**config.mk**
```make
export PLATFORM = sky130hd
export DESIGN_NAME = qmac_front
export DESIGN_NICKNAME = d
export VERILOG_FILES = /design/src/rtl/core/qmac_pkg.sv /design/src/rtl/core/qmac_front.sv
export SDC_FILE = /design/constraint.sdc
export NUM_CORES = 1
export LEC_CHECK = 0
export BUFFER_PORTS_ARGS = -buffer_cell sky130_fd_sc_hd__buf_2
export CORE_UTILIZATION = 40
export CTS_CLUSTER_DIAMETER = 60
export DETAILED_ROUTE_END_ITERATION = 16
export GPL_TIMING_DRIVEN = 0
export PLACE_DENSITY = 0.72
export SETUP_SLACK_MARGIN = 0.02
export SYNTH_ARGS = -nofsm -noshare
export SYNTH_HDL_FRONTEND = slang
export SYNTH_SLANG_ARGS = --single-unit
```
**constraint.sdc**
```tcl
create_clock -name clk -period 9.6 [get_ports clk]
set_input_delay 0.48 -clock clk [delete_from_list [all_inputs] [get_ports clk]]
set_output_delay 0.48 -clock clk [all_outputs]
set_load 0.1 [all_outputs]
```
**src/rtl/core/qmac_pkg.sv**
```systemverilog
// ----------------------------------------------------------------------------
// qmac_pkg: shared types and constants for the quantized int8 mac unit
// opcodes and the payload structs that travel between pipeline stages
// ----------------------------------------------------------------------------
`default_nettype none

package qmac_pkg;

  localparam logic [1:0] OP_DOT8    = 2'd0;
  localparam logic [1:0] OP_MAC2    = 2'd1;
  localparam logic [1:0] OP_MAC4    = 2'd2;
  localparam logic [1:0] OP_REQUANT = 2'd3;

  // operand prep stage output
  typedef struct packed {
    logic [1:0]  op;
    logic [63:0] acc;
    logic [63:0] opa;
    logic [63:0] opb;
    logic [31:0] x0;      // offset-corrected input, or biased accumulator
    logic [31:0] x1;      // offset-corrected second input
    logic [5:0]  shamt;   // total right shift, 1..63
  } s1_t;

  // multiply stage output
  typedef struct packed {
    logic [1:0]        op;
    logic [63:0]       acc;
    logic [23:0]       zq;     // zero point, min, max
    logic [5:0]        shamt;
    logic [63:0]       prod;
    logic [7:0][15:0]  dp;     // dot8 lane products
    logic [3:0][31:0]  term;   // mac terms: lo pair then hi pair
  } s2_t;

  // reduce stage output
  typedef struct packed {
    logic [1:0]  op;
    logic [63:0] acc;
    logic [23:0] zq;
    logic [18:0] dsum;
    logic [31:0] lo_add;
    logic [31:0] hi_add;
    logic [31:0] scaled;
  } s3_t;

endpackage

`default_nettype wire

```
**src/rtl/core/qmac_front.sv**
```systemverilog
// ----------------------------------------------------------------------------
// qmac_front: operand prep stage
// adds input offsets, biases the requantize accumulator, saturates the shift
// ----------------------------------------------------------------------------
`default_nettype none

module qmac_front (
  input  wire logic                clk,
  input  wire logic                rst,
  input  wire logic                in_valid,
  output logic                     in_ready,
  input  wire logic [1:0]          opcode,
  input  wire logic signed [63:0]  operand_one,
  input  wire logic [63:0]         operand_two,
  input  wire logic [63:0]         operand_three,
  output logic                     out_valid,
  input  wire logic                out_ready,
  output qmac_pkg::s1_t            out_data
);

  logic          valid;
  qmac_pkg::s1_t data;
  qmac_pkg::s1_t data_next;

  logic [31:0]       off;
  logic signed [7:0] sh;
  logic signed [7:0] sh_sat;

  always_comb begin
    off    = operand_two[63:32];
    sh     = $signed(operand_three[31:24]);
    sh_sat = sh;
    if (sh < -8'sd32) sh_sat = -8'sd32;
    if (sh > 8'sd30)  sh_sat = 8'sd30;

    data_next.op    = opcode;
    data_next.acc   = operand_one;
    data_next.opa   = operand_two;
    data_next.opb   = operand_three;
    data_next.shamt = 6'(8'sd31 - sh_sat);
    case (opcode)
      qmac_pkg::OP_MAC4: begin
        data_next.x0 = {{24{operand_two[23]}}, operand_two[23:16]} + off;
        data_next.x1 = {{24{operand_two[31]}}, operand_two[31:24]} + off;
      end
      qmac_pkg::OP_REQUANT: begin
        data_next.x0 = operand_one[31:0] + operand_two[31:0];
        data_next.x1 = {{24{operand_three[15]}}, operand_three[15:8]} + off;
      end
      default: begin
        data_next.x0 = {{24{operand_three[7]}}, operand_three[7:0]} + off;
        data_next.x1 = {{24{operand_three[15]}}, operand_three[15:8]} + off;
      end
    endcase
  end

  assign in_ready  = !valid || out_ready;
  assign out_valid = valid;
  assign out_data  = data;

  always_ff @(posedge clk) begin
    if (rst) begin
      valid <= 1'b0;
    end else if (in_ready) begin
      valid <= in_valid;
    end
  end

  always_ff @(posedge clk) begin
    if (in_ready && in_valid) begin
      data <= data_next;
    end
  end

endmodule

`default_nettype wire

```
# Word level (Yosys, flattened, before mapping)
# Cells that the tools add are included.
# word_totals
reg_bits	265
in_bits	198
out_inout_bits	266
wordCells	24
# classes
n_addsub	6
n_reduce_logical	3
n_eq_ne	2
order_cmp	2
muxes	3
# ops
op	n
adder 32 bit	5
one-hot mux 64 bit (2 select lines)	1
two-way mux 6 bit	2
greater-than comparator 8 x 6 -> 1 bit (second input constant)	1
less-than comparator 8 x 6 -> 1 bit (second input constant)	1
subtractor 6 bit (first input constant)	1
== test 2 bit (second input constant)	2
logical AND 1 bit	1
zero test 1 bit	1
logical OR 1 bit	1

# Longest topological paths before layout
# Gate-level depths: netlist of run 1.
# logic_depth
word_depth	4
ltp_mapped	17
ltp_nobuf	15

# Worst setup path after synthesis of run 1
# OpenSTA, ideal clock, no wires.
# synth_path
path_type	register to register
from	register valid (netlist: out_valid)
to	register data (netlist bit out_data[0]), enable pin
path_slack_ns	1.296
arrival_time_ns	7.648
setup_ns	0.656
t_required_ns	8.944
path_buffers	0
period_less_slack_ns	8.304
stages_incl_launch_ff	3
cell_sequence	dfxtp_1 > nand2b_1 > and2_1
# synth_via
elab_chain_cells	3
# synth_lines
element	line_no	source
start: declaration	qmac_front.sv:21	logic valid;
start signal: assignment	qmac_front.sv:65	valid <= in_valid;
zero test 1 bit	qmac_front.sv:57	assign in_ready = !valid || out_ready;
logical OR 1 bit	qmac_front.sv:57	
net in_ready	qmac_front.sv:11	output logic in_ready,
logical AND 1 bit	qmac_front.sv:70	if (in_ready && in_valid) begin
end signal: assignment	qmac_front.sv:71	data <= data_next;
end: declaration	qmac_front.sv:22	qmac_pkg::s1_t data;
# The timed path passes the listed nets, and every way through them passes these cells.
# A chain may end at the register's enable or synchronous reset.

==> results.md, run 1 <==
* EDFF count, synth at 264
* Final slew viol count at 0
* Cells after DPL at 2,209
* Worst vdd rail ir drop at 150.2 µV
* Post_cts resized at 0
* Final std cells w/o fill at 2,269
* CTS buffer count at 31
* Sw Ratio at 39.89%
* DRC violations left at 0
* Run status: finished clean
* Startpoint types: primary input
* Gate Count Post-Synth at 1,275
* Largest net degree at the start of global routing at between 70 and 80
* Fmax at around 190 MHz
* Hold Startpoint: rst
* Relative slew margins at 33.45%
* LEAKAGE at a little over 8 nW
* Commonest non-fill, non-tap cell in the layout: buf_2
* CP Max Fanout at 10
* Fin crit share at roughly 54%
* Global route overflow at 0
* Postcts setup bufs at 0
* CP cell instances: buf_2 -> nand2b_1 -> clkbuf_1 -> clkbuf_1 -> mux2_2 -> ha_1 -> inv_1 -> fa_1 -> nor2b_1 -> o31ai_1 -> a211oi_1 -> o211ai_1 -> a211oi_1 -> o21a_1 -> o21a_1 -> o21ai_0 -> xor2_1 -> a21oi_1
* Final setup vio count at 0
* Clock tree buffer depth at 3
* P&R area growth vs syn at 26.95%
* Die X at between 150 and 200 µm
* Root Driver: clkbuf_16
* Min Tclk post-route at ~5.2 ns
* Initial Utilization at 40.68%
* Reg2reg setup slack at 7.65 ns
* Post-DP HPWL at 37,500 µm
* Die Ht at 195.2 µm
* Crit-path max cell delay at 0.78 ns
* Seq pwr share at 35.6%
* Final setup TNS at 0 ns
* CP bufs+invs at 4
* DR WL/cell at 20.93 µm
* Place WS at 3.788 ns
* Initial antenna violation count at 6
* Hold Path End: out_valid
* Worst Setup End Kind: flop
* Die ar. at around 0.038 mm²
* GRT Resource Usage Total at 24.15%
* Initial DRC Count at 738
* Most used flip-flop cell after synthesis: edfxtp_1
* Worst Skew at 0.01629 ns
* Hold depth at 2
* Vias in the first global route at 12,120
* Combinational Power Share at 34.8%
* Hold/Removal Path Class: primary input to flop
* Share of cells above drive strength 1 at 29.96%
* RSZ-0062 raised after global routing: no
* Worst skew pair latency at between 0.5 and 0.6 ns
* Syn_area_per_cell at 11.71 µm²
* Drt total wl at 47,490 µm
* PD cells at 209.8 mW/mm²
* CP arrival at around 5.5 ns
* Cell family with most CP delay: compound AO/OA/AOI/OAI gates
* Reg2reg path depth at 3
* Reg2Reg Launch Point: out_valid
* Routed via count at about 12,000
* Clock power share at 29.6%
* Number of synthesized register bits at 265
* TritonCTS clock tree: built
* Fraction of the yosys area taken by sequential cells at 53.24%
* Worst setup path class: primary input to flop
* Routed Antenna Nets at 0
* Final hold vios at 0
* Max-cap violations at 0
* Number of vias per cell at 5.416
* Hold-fix buffers, CTS at 0
* Mapped Area at 0.01493 mm²
* Final nets at between 2,000 and 2,500
* Synthesized Nets at about 1,600
* Async set-reset flop share out of synthesis at 0%
* TritonRoute pass-1 iters at 7
* IO Pins at 464
* H-tree depth at 1
* First-pass GRT wire length at 70,120 µm
* Crit path required time at 9.89 ns
* GP Congestion at 0.9057
* Slowest stage cell, crit path: clkbuf_1
* Most frequent cells in the layout: buf_2, edfxtp_1, a21oi_1
* Port Buffers at 463
* Yosys warns at 0
* Worst Tran Pin Value at 0.9983 ns
* Switching pwr at around 1.6 mW
* FP Rows at 70
* Core area at between 0.03 and 0.04 mm²
* Setup ws final at about 4.4 ns
* Clk slew on worst S/H paths at 0.06 ns
* Clk sink count at roughly 270
* Synth cell types at 66
* Int Pwr at 2.390 mW
* Power Total at 3.977 mW
* Reg-to-Reg End: out_data[248]
* Final hold slack at 0.06391 ns
[layout make-up]
cell class	instances	area [µm²]
well taps	468	585.6
flip-flops and latches	265	7948
fillers	3254	17750
inverters	33	123.9
clock buffers	34	787.0
plain buffers	26	97.59
multi-input cells	951	6761
clock inverters	24	242.7
repair buffers	466	2400
diodes	2	5.005
[Yosys cell counts (7+ instances only)]
cell type,count,area (µm²)
o211ai_1,7,52.55
o21a_1,22,165.2
inv_1,33,123.9
mux2_2,10,112.6
clkbuf_1,24,90.09
o21bai_1,22,165.2
and4_1,9,78.83
o31ai_1,12,90.09
nand2b_1,14,87.58
o21ai_0,86,430.4
nor3_1,15,75.07
a21o_1,52,390.4
nor2b_1,14,87.58
a211oi_1,10,75.07
ha_1,128,1602
and3_1,11,68.82
nand2_1,90,337.8
edfxtp_1,264,7928
nand3_1,18,90.09
xor2_1,49,429.2
a21oi_1,137,685.7
xnor2_1,60,525.5
a31oi_1,13,81.33
nor2_1,85,319.1
nand4_1,9,56.30
[kinds of logic after synthesis]
group / count (synthesis) / share of synthesized area, %
AOI/OAI and AO/OA: 409 / 17.53
and+or+nand+nor: 287 / 9.069
DFF: 265 / 53.24
adders and majority gates: 132 / 11.26
xor gates and xnor gates: 109 / 6.395
buffers and inverters: 59 / 1.484
muxes: 14 / 1.023
[per-layer routing]
layer | up-vias | GRT usage, % | part of all wire (%)
met5 | - | 0 | 0.12
met4 | 8 | 7.057 | 2.5
met3 | 71 | 4.456 | 6.1
met2 | 469 | 46.20 | 53
met1 | 5862 | 26.95 | 38
li1 | 5879 | - | -
[registers in the layout (all words and copies together), names as in the netlist]
signal and count:
out_valid 1, out_data 264
[worst max-delay path by stage]
stage | from | to | slack (ns) | cells past startpoint
detailed placement | opcode[0] | out_data[68] | 3.79 | 18
finish | opcode[0] | out_data[68] | 4.37 | 18
global placement | out_ready | out_data[83] | -0.20 | 3
floorplan | out_valid | out_data[0] | 1.30 | 2
CTS | opcode[0] | out_data[68] | 4.38 | 18
global route | opcode[0] | out_data[68] | 4.07 | 18
[through the flow]
step | instance area [µm²] | util [%]
finish | 18950 | 51.64
global route | 18950 | 51.63
CTS | 18950 | 51.63
detailed placement | 17920 | 48.82
global placement | 17830 | 48.59
floorplan | 14930 | -
[power by group through the flow]
| stage | registers, mW | clock network, mW | logic (mW) |
|---|---|---|---|
| 2_1_floorplan | 2.09 | 0 | 0.448 |
| 3_3_place_gp | 1.46 | 0 | 1.36 |
| 3_5_place_dp | 1.44 | 0 | 1.38 |
| 4_1_cts | 1.42 | 1.20 | 1.38 |
| 5_1_grt | 1.42 | 1.23 | 1.46 |
| 6_report | 1.41 | 1.18 | 1.39 |
(Power assumes the default switching activity.)
==> run 2: changes to the inputs <==
--- a/config.mk
+++ b/config.mk
@@ -5,12 +5,13 @@
 export SDC_FILE = /design/constraint.sdc
 export NUM_CORES = 1
 export LEC_CHECK = 0
+export ABC_AREA = 1
 export BUFFER_PORTS_ARGS = -buffer_cell sky130_fd_sc_hd__buf_2
 export CORE_UTILIZATION = 40
 export CTS_CLUSTER_DIAMETER = 60
 export DETAILED_ROUTE_END_ITERATION = 16
 export GPL_TIMING_DRIVEN = 0
-export PLACE_DENSITY = 0.72
+export PLACE_DENSITY = 0.7
 export SETUP_SLACK_MARGIN = 0.02
 export SYNTH_ARGS = -nofsm -noshare
 export SYNTH_HDL_FRONTEND = slang
==> constraint.sdc (replaced) <==
create_clock -name clk -period 5.45 [get_ports clk]
set_input_delay 0.2725 -clock clk [delete_from_list [all_inputs] [get_ports clk]]
set_output_delay 0.2725 -clock clk [all_outputs]
set_load 0.1 [all_outputs]
==> run 2 against run 1 <==
Compared with the run above: clock power is 81% higher; via count rose by 46%; cell count up 67%; cell area is 29% higher; sequential power rose by 76%; non-clock buffer count rose by 173; hold slack worse by 0.029 ns; routed wire length increased by 32%.
==> results.md, run 2 <==
* Run status: finished clean
* Largest net degree at the start of global routing at 32 (-58%)
* First-pass GRT wire length at 95,080 µm (+36%)
* Worst Tran Pin Value at 0.7380 ns (-0.2603 ns)
* Mapped Area at 0.01836 mm² (+23%)
* Final setup TNS at 0 ns (unchanged)
* Setup ws final at 1.863 ns (-2.508 ns)
* N_diodes at 0 (-2)
* Hold depth at 1 (-1)
* Worst Setup End Kind: flop
* Yosys warns at 0 (unchanged)
* Worst Skew at 0.01283 ns (-0.003463 ns)
* Most frequent cells in the layout: nand2_1, inv_1, buf_2
* Synth cell types at 38 (-42%)
* Clk sink count at 265 (unchanged)
* Most instantiated cells after synthesis: nand2_1, inv_1, edfxtp_1
* Max-cap violations at 0 (unchanged)
* Die Ht at 216.2 µm (+11%)
* Initial Utilization at 40.54% (-0.13 points)
* Share of cells above drive strength 1 at 18.88% (-11 points)
* CP arrival at 3.91 ns (-1.61 ns)
* Reg2Reg Launch Point: out_valid
* Global route overflow at 0 (unchanged)
* Hold Startpoint: operand_two[63]
* Number of vias per cell at 4.758 (-12%)
* Relative slew margins at 50.80% (+17 points)
* Most used cell, CP: nand2_1
* Root Driver: clkbuf_16
* Startpoint types: primary input
* RSZ-0062 raised after global routing: no
* Reg2reg path depth at 7 (+4)
* Cell family with most CP delay: buffers and inverters
* Syn_area_per_cell at 7.424 µm² (-37%)
* GP Congestion at 0.9323 (+2.9%)
* Drt total wl at 62,600 µm (+32%)
* Hold/Removal Path Class: primary input to flop
* Final setup vio count at 0 (unchanged)
* Initial antenna violation count at 1 (-5)
* Cell type with the largest total area after synthesis: edfxtp_1
* Port Buffers at 463 (unchanged)
* CP bufs+invs at 7 (+3)
* Power Total at 7.403 mW (+86%)
* Fraction of the yosys area taken by sequential cells at 43.29% (-10 points)
* Min Tclk post-route at 3.587 ns
* PD cells at 302.7 mW/mm² (+44%)
* Vias in the first global route at 17,200 (+42%)
* Hold Path End: out_data[197]
* Fin crit share at 65.81%
* Number of synthesized register bits at 265 (unchanged)
* Clock tree buffer depth at 3 (unchanged)
* H-tree depth at 1 (unchanged)
* Routed Antenna Nets at 0 (unchanged)
* EDFF count, synth at 264 (unchanged)
* Max reg flops at 264 (unchanged)
* Core area at 0.04528 mm² (+23%)
* Most used flip-flop cell after synthesis: edfxtp_1
* Util after Layout at 54.01% (+2.4 points)
* Slowest stage cell, crit path: clkbuf_1
* Synth top area cells: edfxtp_1, nand2_1, inv_1
* CTS buffer count at 30 (-3.2%)
* Most common cell in the netlist: nand2_1
* Worst skew pair latency at 0.58 ns (about the same)
* Die X at 216.2 µm (+11%)
* CP Max Fanout at 10 (unchanged)
* DRC violations left at 0 (unchanged)
* Crit path required time at 5.78 ns (-4.11 ns)
* FP Rows at 78 (+11%)
* Place WS at 1.873 ns (-1.915 ns)
* Final slew viol count at 0 (unchanged)
* Fmax at 278.8 MHz
* Synthesized Nets at 2,803 (+75%)
* Commonest non-fill, non-tap cell in the layout: nand2_1
* LEAKAGE at 12.92 nW (+58%)
* TritonCTS clock tree: built
* CP cell instances: dlygate4sd3_1 -> buf_2 -> or2_4 -> inv_2 -> clkbuf_1 -> nand2_1 -> nand2_1 -> ha_1 -> inv_1 -> fa_1 -> inv_1 -> nand3_1 -> nand3_1 -> nand2_1 -> nand2_1 -> inv_1 -> nor2_1 -> nor2_1 -> nand2_1 -> nand2_1 -> nand2_1 -> nand2_1
* Clk slew on worst S/H paths at 0.06 ns (about the same)
* Die ar. at 0.04676 mm² (+23%)
* Share of the synthesized area in the top cell type at 43.18% (-9.9 points)
* TritonRoute pass-1 iters at 5 (-2)
* Reg2reg setup slack at 2.75 ns (-4.90 ns)
* Async set-reset flop share out of synthesis at 0% (unchanged)
* Worst setup path class: primary input to flop
* Final hold vios at 0 (unchanged)
* Post-DP HPWL at 48,910 µm (+30%)
* P&R area growth vs syn at 33.21%
* IO Pins at 464 (unchanged)
* Crit path depth at 22 (+4)
* Crit-path max cell delay at 0.59 ns (-0.19 ns)
* Initial DRC Count at 1,026 (+39%)
* Final nets at 3,485 (+66%)
* Final hold slack at 0.03460 ns (-0.02930 ns)
* Post_cts resized at 0 (unchanged)
* Routed via count at 17,980 (+46%)
* Reg-to-Reg End: out_data[171]
* DR WL/cell at 16.57 µm (-21%)
* Worst vdd rail ir drop at 269.3 µV (+79%)
* GRT Resource Usage Total at 26.47% (+2.3 points)
* Gate Count Post-Synth at 2,473 (+94%)
## run 2: changes by cell type in the layout (fill, tap and decap cells not counted), moves of 38 or more
cell	change
xnor2_1	-38
xor2_1	-41
nor2_1	+64
nand2_1	+856
a21oi_1	-49
o21ai_0	-40
a21o_1	-50
dlygate4sd3_1	+178
nand3_1	+151
inv_1	+450
## run 2: cell type report
type                            count  area [µm²]
Inverter                          498        1869
Sequential cell                   265        7951
Multi-Input combinational cell   1695        8492
Clock buffer                       36       794.5
Buffer                             15       62.56
Timing Repair Buffer              650        4279
Clock inverter                     19       257.7
Fill cell                        4300       20830
Tap cell                          600       750.7
## run 2: per-stage QoR
step	area (µm²)	std cells
4_1_cts	24460	3778
3_5_place_dp	21620	3545
6_report	24460	3778
5_1_grt	24460	3778
2_1_floorplan	18380	2473
3_3_place_gp	21440	3536
## run 2: cells by family after synthesis
group                    Yosys count  share of synthesized area, %
AO/OA/AOI/OAI                    159                         4.600
AND/OR/NAND/NOR                 1374                         31.00
XOR/XNOR                          30                         1.431
buffers and inverters            513                         10.52
adder cells (fa/ha/maj)          132                         9.159
flip-flops                       265                         43.29
## run 2: timing repair
action	4_1_cts	5_1_grt
hold buffers	178	0
setup buffers	0	0
hold endpoints to repair	179	0
## run 2: report_power, final
part | switching, mW | internal (mW) | total (mW)
logic | 2.12 | 0.658 | 2.78
clock network | 0.854 | 1.29 | 2.14
registers | 0.0391 | 2.44 | 2.48
## run 2: worst max path at each step
stage	from	to	slack [ns]
finish	opcode[0]	out_data[54]	1.86
global route	opcode[1]	out_data[54]	1.65
CTS	opcode[0]	out_data[54]	1.93
detailed placement	opcode[1]	out_data[54]	1.87
global placement	out_valid	out_data[80]	-1.74
floorplan	out_valid	out_data[0]	0.09
## run 2: metal layers
metal  part of all wire [%]  vias up  global-route usage (%)
met3                    5.4      112                   2.919
met4                    3.6        2                   9.413
met5                  0.019        -                       0
met2                     51      580                   50.03
met1                     40     8131                   30.53
li1                       -     9150                       -
==> run 3: changes to the inputs <==
==> constraint.sdc (replaced) <==
create_clock -name clk -period 3.5 [get_ports clk]
set_input_delay 0.175 -clock clk [delete_from_list [all_inputs] [get_ports clk]]
set_output_delay 0.175 -clock clk [all_outputs]
set_load 0.1 [all_outputs]
==> run 3 against run 2 <==
Compared with the run above: hold slack better by 0.093 ns; cell area is 0.64% higher; via count is 0.52% higher; sequential power is 56% higher; non-clock buffer count is 15 higher; global-route usage is 0.063 points higher; clock-buffer cell count stayed put; critical path depth stayed put; critical endpoint unchanged; highest routed layer unchanged; die area stayed put; utilization is 0.35 points higher.
==> results.md, run 3 (same netlist as run 2, synthesis figures left out) <==
* Run status: finished clean
* Startpoint types: primary input
* Final setup vio count at 0 (unchanged)
* Share of cells above drive strength 1 at 18.82% (-0.057 points)
* Worst skew pair latency at 0.58 ns (about the same)
* Commonest non-fill, non-tap cell in the layout: nand2_1
* P&R area growth vs syn at 34.07%
* Core area at 0.04528 mm² (unchanged)
* FP Rows at 78 (unchanged)
* Reg2reg setup slack at 0.80 ns (-1.95 ns)
* Placed Instance Area at 0.02162 mm² (unchanged)
* Worst setup path class: primary input to flop
* Vias in the first global route at 17,260 (+0.34%)
* Postcts setup bufs at 0 (unchanged)
* H-tree depth at 1 (unchanged)
* Max reg flops at 264 (unchanged)
* GRT Resource Usage Total at 26.53% (+0.063 points)
* Drt total wl at 62,830 µm (+0.37%)
* Fin crit share at about nine tenths
* N_diodes at 0 (unchanged)
* CP Max Fanout at 10 (unchanged)
* RSZ-0062 raised after global routing: no
* GP Congestion at 0.9323 (unchanged)
* Final slew viol count at 0 (unchanged)
* IO Pins at 464 (unchanged)
* Final nets at 3,500 (+0.43%)
* CP arrival at 3.53 ns (-0.38 ns)
* Hold Path End: out_data[114]
* Die Ht at 216.2 µm (unchanged)
* Crit path required time at 3.83 ns (-1.95 ns)
* Routed via count at 18,070 (+0.52%)
* Routed Antenna Nets at 0 (unchanged)
* Worst vdd rail ir drop at 418.9 µV (+56%)
* Relative slew margins at 51.41% (+0.61 points)
* Clock tree buffer depth at 3 (unchanged)
* Global route overflow at 0 (unchanged)
* DR WL/cell at 16.57 µm (about the same)
* Worst Setup End Kind: flop
* Util after Layout at 54.36% (+0.35 points)
* Clk sink count at 265 (unchanged)
* Final setup TNS at 0 ns (unchanged)
* Largest net degree at the start of global routing at 32 (unchanged)
* Fmax at 312.0 MHz
* Initial antenna violation count at 1 (unchanged)
* Hold Startpoint: in_valid
* Reg2reg path depth at 7 (unchanged)
* Max-cap violations at 0 (unchanged)
* CTS buffer count at 30 (unchanged)
* Initial DRC Count at 1,053 (+2.6%)
* TritonRoute pass-1 iters at 6 (+1)
* Port Buffers at 463 (unchanged)
* PD cells at 469.1 mW/mm² (+55%)
* Hold depth at 3 (+2)
* Post-DP HPWL at 48,910 µm (unchanged)
* First-pass GRT wire length at 95,320 µm (+0.25%)
* Worst Skew at 0.01461 ns (+0.001788 ns)
* LEAKAGE at 12.99 nW (+0.53%)
* Root Driver: clkbuf_16
* Number of vias per cell at 4.764 (+0.13%)
* DRC violations left at 0 (unchanged)
* TritonCTS clock tree: built
* Reg2Reg Launch Point: out_valid
* Min Tclk post-route at roughly 3.2 ns
* Most frequent cells in the layout: nand2_1, inv_1, buf_2
* Clk slew on worst S/H paths at 0.06 ns (about the same)
* Design Area, Final at 0.02461 mm² (+0.64%)
* Hold/Removal Path Class: primary input to flop
* Die X at 216.2 µm (unchanged)
* Final hold vios at 0 (unchanged)
* Reg-to-Reg End: out_data[171]
* Die ar. at 0.04676 mm² (unchanged)
* Initial Utilization at 40.54% (unchanged)
* Worst Tran Pin Value at 0.7289 ns (-0.009144 ns)
[run 3: worst max path at each step]
| stage | end | start | cells after the start | slack [ns] |
|---|---|---|---|---|
| floorplan | out_data[0] | out_valid | 1 | -1.86 |
| global placement | out_data[80] | out_valid | 1 | -3.69 |
| detailed placement | out_data[54] | opcode[1] | 22 | 0.02 |
| CTS | out_data[54] | opcode[0] | 22 | 0.07 |
| global route | out_data[54] | opcode[1] | 23 | 0.08 |
| finish | out_data[54] | opcode[0] | 22 | 0.30 |
[run 3: critical path: stages]
cell	delay [ns]
dlygate4sd3_1	0.55
buf_2	0.14
or2_4	0.26
inv_2	0.14
clkbuf_2	0.35
nand2_1	0.11
nand2_1	0.08
ha_1	0.17
inv_1	0.06
fa_1	0.36
inv_1	0.16
nand3_1	0.09
nand3_1	0.18
nand2_1	0.07
nand2_1	0.09
inv_1	0.08
nor2_1	0.13
nor2_1	0.06
nand2_1	0.05
nand2_1	0.08
nand2_1	0.08
nand2_1	0.06
[run 3: final cells by class]
class,count,area [µm²]
inverter,498,1869
buffer,14,60.06
multi-input combinational,1695,8492
clock inverter,19,257.7
timing repair buffer,666,4439
fill,4287,20670
tap,600,750.7
clock buffer,36,794.5
sequential,265,7951
[run 3: stage by stage]
| step | power (mW) | setup slack, ns | cells | hold slack, ns |
|---|---|---|---|---|
| final | 11.55 | 0.2953 | 3793 | 0.1280 |
| after floorplan | 7.115 | -1.865 | 2473 | 0.2344 |
| after detailed placement | 8.064 | 0.02017 | 3545 | 0.3331 |
| after global routing | 12.07 | 0.08161 | 3793 | 0.1138 |
| after CTS | 11.59 | 0.07341 | 3794 | 0.09118 |
| after global placement | 8.044 | -3.693 | 3536 | 0.3390 |
[run 3: routing by layer]
layer	up-vias	GRT usage [%]	part of all wire, %
met5	-	0	0.019
met4	2	9.718	3.6
met3	111	3.004	5.7
met2	608	50.10	51
met1	8162	30.49	39
li1	9186	-	-
[run 3: timing repair]
item                                    4_1_cts  5_1_grt
gates resized for setup                       0        2
hold buffers                                194        0
endpoints found under the setup margin        0        7
hold endpoints to repair                    201        0
[run 3: report_power, final]
part,switching (mW),internal (mW)
Sequential,0.0610,3.80
Clock,1.33,2.00
Combinational,3.31,1.04
Total,4.70,6.84
